File: config.mk
export PLATFORM = sky130hd
export DESIGN_NAME = anti_replay_sequence_table
export DESIGN_NICKNAME = d
export VERILOG_FILES = /design/src/sv/arst_pkg.sv /design/src/sv/arst_update.sv /design/src/sv/anti_replay_sequence_table.sv
export SDC_FILE = /design/constraint.sdc
export NUM_CORES = 2
export LEC_CHECK = 0
export BUFFER_PORTS_ARGS = -buffer_cell sky130_fd_sc_hd__buf_2
export CAP_MARGIN = 25
export CORE_MARGIN = 4
export CORE_UTILIZATION = 59
export CTS_CLUSTER_SIZE = 28
export DETAILED_ROUTE_END_ITERATION = 10
export GPL_ROUTABILITY_DRIVEN = 0
export HOLD_SLACK_MARGIN = 0.15
export PLACE_DENSITY = 0.78
export SYNTH_ARGS = -nofsm -noshare
export SYNTH_HDL_FRONTEND = slang
export SYNTH_SLANG_ARGS = --single-unit
File: constraint.sdc
create_clock -name clk -period 8.86 [get_ports clk]
set_input_delay 1.772 -clock clk [delete_from_list [all_inputs] [get_ports clk]]
set_output_delay 1.772 -clock clk [all_outputs]
set_load 0.005 [all_outputs]
File: src/sv/arst_pkg.sv
`timescale 1ns / 1ps

package arst_pkg;

  localparam int ID_W  = 16;
  localparam int SEQ_W = 32;

  typedef enum logic {
    CMD_CHECK = 1'b0,
    CMD_SEND  = 1'b1
  } cmd_t;

  typedef enum logic [1:0] {
    ST_IDLE,
    ST_SCAN,
    ST_UPDATE
  } state_t;

  // One table row: claimed peer id, last received and last sent sequence
  typedef struct packed {
    logic [ID_W-1:0]  id;
    logic [SEQ_W-1:0] rx;
    logic [SEQ_W-1:0] tx;
  } row_t;

  // Outcome of one read-modify-write on a claimed row
  typedef struct packed {
    logic             accepted;
    logic [SEQ_W-1:0] seq;
    row_t             row;
  } upd_t;

endpackage

File: src/sv/arst_update.sv
`timescale 1ns / 1ps

module arst_update import arst_pkg::*; (
  input  logic             command,
  input  logic [ID_W-1:0]  peer_id,
  input  logic [SEQ_W-1:0] received_sequence,
  input  row_t             row_in,
  output upd_t             upd
);

  logic [SEQ_W-1:0] tx_inc;

  assign tx_inc = row_in.tx + SEQ_W'(1);

  // Claim the row for the peer, then apply the check or the send
  always_comb begin
    upd          = '0;
    upd.row      = row_in;
    upd.row.id   = peer_id;
    upd.accepted = 1'b0;
    upd.seq      = '0;
    if (command == CMD_CHECK) begin
      // accept only a strictly newer sequence
      if (row_in.rx < received_sequence) begin
        upd.row.rx   = received_sequence;
        upd.accepted = 1'b1;
      end
    end else begin
      upd.row.tx   = tx_inc;
      upd.seq      = tx_inc;
      upd.accepted = 1'b1;
    end
  end

endmodule

File: src/sv/anti_replay_sequence_table.sv
`timescale 1ns / 1ps

// Per-peer replay check and send sequence source.
// An item (command, is_broadcast, peer_id, received_sequence) is taken at a
// rising edge with start high and busy low. Each item gives one result:
// done is high for exactly one cycle with accepted, sequence_out and
// table_full valid in that cycle; the receiver cannot stall and the result
// fields keep their values until the next result.
// A broadcast send needs no lookup: done is raised in the cycle after the
// item is taken and busy stays low. Any other item scans its table slot by
// slot through one synchronous memory read per cycle, stops at the first
// free or matching slot, then writes the row back; a full table ends the
// scan with table_full. The next item may start in the cycle done is shown.
// Slots are claimed in order, so a fill count per table marks rows never
// written, which read as zero.
// Reset (rst, synchronous) empties both tables and clears the broadcast
// send counter at once; there is no clearing pass.
module anti_replay_sequence_table import arst_pkg::*; #(
  parameter int TABLE_ENTRIES = 16
) (
  input  logic             clk,
  input  logic             rst,
  input  logic             start,
  output logic             busy,
  input  logic             command,
  input  logic             is_broadcast,
  input  logic [ID_W-1:0]  peer_id,
  input  logic [SEQ_W-1:0] received_sequence,
  output logic             done,
  output logic             accepted,
  output logic [SEQ_W-1:0] sequence_out,
  output logic             table_full
);

  localparam int IDX_W    = $clog2(TABLE_ENTRIES);
  localparam int CNT_W    = $clog2(TABLE_ENTRIES + 1);
  localparam int ADDR_W   = IDX_W + 1;
  localparam int DEPTH    = 2 ** ADDR_W;
  localparam int LAST_IDX = TABLE_ENTRIES - 1;

  state_t state, state_next;

  // latched item
  logic             cmd_q;
  logic             bc_q;
  logic [ID_W-1:0]  peer_q;
  logic [SEQ_W-1:0] rx_q;

  // scan control
  logic [IDX_W-1:0] rd_idx;
  logic             rd_stop;
  logic             chk_valid;
  logic [IDX_W-1:0] chk_idx;
  logic [IDX_W-1:0] slot_q;
  row_t             row_q;

  // table state
  row_t             mem [DEPTH];
  row_t             rd_row;
  row_t             rd_row_m;
  logic [CNT_W-1:0] bcast_fill;
  logic [CNT_W-1:0] ucast_fill;
  logic [CNT_W-1:0] cur_fill;
  logic [SEQ_W-1:0] bcast_tx_counter;
  logic [SEQ_W-1:0] bcast_tx_inc;

  logic             take;
  logic             bcast_send;
  logic             hit;
  logic             scan_full;
  logic [ADDR_W-1:0] rd_addr;
  logic [ADDR_W-1:0] wr_addr;
  upd_t             upd;

  assign busy         = (state != ST_IDLE);
  assign take         = start && (state == ST_IDLE);
  assign bcast_send   = (command == CMD_SEND) && is_broadcast;
  assign bcast_tx_inc = bcast_tx_counter + SEQ_W'(1);
  assign cur_fill     = bc_q ? bcast_fill : ucast_fill;
  assign rd_addr      = {bc_q, rd_idx};
  assign wr_addr      = {bc_q, slot_q};

  // Rows at or beyond the fill count were never written: read as zero
  assign rd_row_m  = (CNT_W'(chk_idx) < cur_fill) ? rd_row : '0;
  assign hit       = chk_valid && ((rd_row_m.id == '0) || (rd_row_m.id == peer_q));
  assign scan_full = chk_valid && !hit && (chk_idx == IDX_W'(LAST_IDX));

  arst_update u_update (
    .command           (cmd_q),
    .peer_id           (peer_q),
    .received_sequence (rx_q),
    .row_in            (row_q),
    .upd               (upd)
  );

  // Hold the state
  always_ff @(posedge clk) begin
    if (rst) begin
      state <= ST_IDLE;
    end else begin
      state <= state_next;
    end
  end

  // Advance the scan state machine
  always_comb begin
    state_next = state;
    unique case (state)
      ST_IDLE: begin
        if (start && !bcast_send) begin
          state_next = ST_SCAN;
        end
      end
      ST_SCAN: begin
        if (hit) begin
          state_next = ST_UPDATE;
        end else if (scan_full) begin
          state_next = ST_IDLE;
        end
      end
      ST_UPDATE: begin
        state_next = ST_IDLE;
      end
      default: begin
        state_next = ST_IDLE;
      end
    endcase
  end

  // Control registers: scan pointer, fill counts, broadcast counter, strobe
  always_ff @(posedge clk) begin
    if (rst) begin
      done             <= 1'b0;
      rd_idx           <= '0;
      rd_stop          <= 1'b0;
      chk_valid        <= 1'b0;
      bcast_fill       <= '0;
      ucast_fill       <= '0;
      bcast_tx_counter <= '0;
    end else begin
      done <= 1'b0;
      case (state)
        ST_IDLE: begin
          if (take) begin
            rd_idx    <= '0;
            rd_stop   <= 1'b0;
            chk_valid <= 1'b0;
            if (bcast_send) begin
              bcast_tx_counter <= bcast_tx_inc;
              done             <= 1'b1;
            end
          end
        end
        ST_SCAN: begin
          // issue one read a cycle until the last slot
          chk_valid <= !rd_stop;
          if (!rd_stop) begin
            if (rd_idx == IDX_W'(LAST_IDX)) begin
              rd_stop <= 1'b1;
            end else begin
              rd_idx <= rd_idx + IDX_W'(1);
            end
          end
          if (scan_full) begin
            done <= 1'b1;
          end
        end
        ST_UPDATE: begin
          done <= 1'b1;
          // a claim of the first unwritten row grows the fill count
          if (CNT_W'(slot_q) == cur_fill) begin
            if (bc_q) begin
              bcast_fill <= cur_fill + CNT_W'(1);
            end else begin
              ucast_fill <= cur_fill + CNT_W'(1);
            end
          end
        end
        default: begin
          done <= 1'b0;
        end
      endcase
    end
  end

  // Payload registers: latched item, claimed row, result fields
  always_ff @(posedge clk) begin
    chk_idx <= rd_idx;
    case (state)
      ST_IDLE: begin
        if (take) begin
          cmd_q  <= command;
          bc_q   <= is_broadcast;
          peer_q <= peer_id;
          rx_q   <= received_sequence;
          if (bcast_send) begin
            accepted     <= 1'b1;
            sequence_out <= bcast_tx_inc;
            table_full   <= 1'b0;
          end
        end
      end
      ST_SCAN: begin
        if (hit) begin
          slot_q <= chk_idx;
          row_q  <= rd_row_m;
        end else if (scan_full) begin
          accepted     <= 1'b0;
          sequence_out <= '0;
          table_full   <= 1'b1;
        end
      end
      ST_UPDATE: begin
        accepted     <= upd.accepted;
        sequence_out <= upd.seq;
        table_full   <= 1'b0;
      end
      default: begin
        table_full <= 1'b0;
      end
    endcase
  end

  // Table memory: one read and one write port, registered read data
  always_ff @(posedge clk) begin
    rd_row <= mem[rd_addr];
    if (state == ST_UPDATE) begin
      mem[wr_addr] <= upd.row;
    end
  end

endmodule

==> results by group <==
Status
  • Outcome: finished, final reports clean

Pwr
  • Clock power frac: 0.377
  • Sw Ratio: 0.236
  • Comb power frac: 0.136
  • Sequential power share: 0.488
  • Pwr per Cell Area: 260 nW/um^2
  • Sw power: 0.00754 W
  • Leak: 38.4 nW
  • Max rail drop VDD: 0.303 mV
  • Pint: 0.0245 W

CTS
  • CTS H-Tree Depth: 5
  • Hold Buf Count CTS: 0
  • Clk Tree Root Cell: clkbuf_16
  • CTS Buf Count: 290
  • PostCTS Resize Cnt: 0
  • Clock transition at the registers of the reported paths: 0.06 ns
  • CTS max path bufs: 4
  • CTS sink count: 2847
  • Worst-Skew Late Latency: 0.94 ns
  • Setup Buffers After CTS: 0
  • TritonCTS clock tree: done

Floorplanning
  • Die W: 438 um
  • Starting Density: 0.595
  • I/O Pins: 89
  • Core area: 184000 sq um
  • Die area: 192000 sq um
  • # rows: 157
  • Die Y: 438 um

Drt
  • Routed Antenna Nets: 0
  • DRT Pass-1 Iters: 6
  • Vias: 54.5k
  • Starting DRT DRC Count: 9475
  • Wire length per cell: 36.5 um
  • Vias per cell: 6.97
  • Post-route DRC: 0
  • WL final: 286 mm

STA
  • Slew @ Worst Pin: 1.14 ns
  • Worst hold slack: 0.463 ns
  • Final hold violations: 0
  • Setup TNS: 0 ns
  • F_max: 0.167 GHz
  • Relative slew slack: 0.243
  • Final Max Tran Viols: 0
  • Final worst path period share: 0.675
  • Crit path time final: 5.98 ns
  • Endpoints failing setup: 0
  • Clk_skew: 0.0590 ns
  • RSZ-0062 raised after global routing: no

Worst setup path
  • CP cell instances: buf_4 -> mux2i_1 -> ha_1 -> and3_1 -> o21ai_4 -> nand3_1 -> a2111oi_0 -> nor4b_2 -> a21oi_2 -> nor2_4 -> buf_4 -> buf_4
  • Critical Path RT: 9.39 ns
  • Max incr delay on CP: 0.73 ns
  • Crit. End Element: flip-flop
  • Crit path DAT: 6.52 ns
  • CP Max Fanout: 42
  • CP startpoint kind: flip-flop
  • Slowest CP cell: buf_4
  • Setup CP Type: flip-flop to flip-flop
  • CP dominant cell by count: buf_4

Yosys
  • Syn avg cell area: 22.5 sq um
  • Gate count of the mapped netlist: 4865
  • Syn_nets: 4961
  • FFs w/ async S/R, synth: 0
  • Post-synth top area share: 0.745
  • Synthesis Warnings: 0
  • Yosys reg bits: 2847
  • Synth top area cells: edfxtp_1, mux4_2, dfxtp_1
  • Cell taking the most area after synthesis: edfxtp_1
  • Ys flop type: edfxtp_1
  • Yosys cell types: 67
  • Synthesized area: 109000 sq um
  • Post-synth EDFFs: 2712
  • Seq/Total Area, Yosys: 0.770

Cells and area
  • Most frequent cells in the layout: edfxtp_1, mux4_2, clkbuf_16
  • Most common cell after layout, fill and taps aside: edfxtp_1
  • P&R area growth vs syn: 12.6%
  • Share of cells above drive strength 1: 0.289
  • Final Core Density: 0.670
  • Nets@finish: 5235

Min path
  • HP Class: flip-flop to flip-flop

GRT
  • GRT Total Usage: 0.300
  • Largest net degree at the start of global routing: 143
  • Initial antenna violation count: 1
  • Vias in the first global route: 55.4k
  • Remaining global-route overflow: 0
  • First-pass GRT wire length: 409 mm

Flow run
  • Max-Cap Viols: 0

Placement
  • Post-detail-place hpwl: 132 mm
  • Port Buffer Count: 88
## synthesized netlist by cell type, types with 3 or more instances
cell type	count
nor2b_1	5
a2111oi_0	3
edfxtp_1	2712
o21ai_0	15
nand3_1	48
nor4_1	6
a22oi_1	3
xor2_1	55
nand4_1	18
nor3_1	15
o22ai_1	32
dfxtp_1	135
nor2_1	108
nand2_1	220
mux2_1	32
inv_1	51
a21o_1	15
or3_1	9
mux2_2	33
buf_2	44
buf_1	42
mux2i_1	8
a21oi_1	18
or2_2	3
clkbuf_1	163
and4_1	5
ha_1	43
and2_1	9
xnor2_1	78
and3_1	86
mux4_2	800
a211oi_1	3
a31oi_1	5
## layout make-up
type	instances	area, sq um
sequential	2847	84200
antenna	4	10.0
multi-input combinational	1713	24400
timing repair buffer	235	2030
tap	2464	3080
inverter	52	204
fill	10666	60600
clock buffer	378	7880
clock inverter	126	1310
## state kept, by name (all words and copies together) (netlist names), 4 cells and up
name / flops
chk_idx: 4
rd_row: 80
ucast_fill: 5
bcast_fill: 5
bcast_tx_counter: 32
rx_q: 32
sequence_out: 32
slot_q: 4
mem: 2560
row_q: 64
peer_q: 16
rd_idx: 4
## layer usage
metal	vias up	share of wire	track usage
met2	4581	0.50	0.481
met5	-	0	0
met3	815	0.12	0.0645
met1	28290	0.33	0.407
li1	20839	-	-
met4	0	0.046	0.127
## critical path: cells and delay by family (launching register included)
kind	cells	cell delay [ns]
muxes	1	0.49
buffers and inverters	3	1.75
AOI/OAI and AO/OA	3	1.56
adders and majority gates	1	0.35
and+or+nand+nor	4	0.99
DFF	1	0.33
## cell families (layout without fill, tap and decap cells)
group | Yosys count | after routing | synth area share
XOR/XNOR | 133 | 133 | 0.0107
AO/OA/AOI/OAI | 116 | 116 | 0.00716
buffers and inverters | 305 | 791 | 0.0112
flip-flops | 2847 | 2847 | 0.770
adder cells (fa/ha/maj) | 43 | 43 | 0.00492
AND/OR/NAND/NOR | 546 | 546 | 0.0235
other | 0 | 4 | 0
multiplexers | 875 | 875 | 0.173
## per-stage QoR
stage                     area, sq um  cells  power (W)  setup WS [ns]
after floorplan                109000   4865     0.0190           2.80
after global placement         113000   7280     0.0200           3.23
after detailed placement       113000   7292     0.0201           3.18
after CTS                      123000   7796     0.0321           3.13
after global routing           123000   7818     0.0330           2.89
final                          123000   7819     0.0320           2.88
## power by group through the flow
stage,Combinational [W],Sequential (W),Clock [W]
CTS,0.00430,0.0156,0.0121
global placement,0.00412,0.0159,0
global route,0.00463,0.0156,0.0128
floorplan,0.00323,0.0157,0
detailed placement,0.00421,0.0159,0
finish,0.00434,0.0156,0.0121
## path summary, 6_finish.rpt
path                                          from                       to  slack (ns)  depth (start not counted)
worst max-delay path                bc_q$_DFFE_PP_  row_q[52]$_SDFFCE_PP0P_        2.88                         12
worst min-delay path            chk_idx[1]$_DFF_P_      slot_q[1]$_DFFE_PP_        0.46                          0
worst max register to register      bc_q$_DFFE_PP_  row_q[52]$_SDFFCE_PP0P_        2.88                         12
worst min register to register  chk_idx[1]$_DFF_P_      slot_q[1]$_DFFE_PP_        0.46                          0
(Power assumes the default switching activity.)
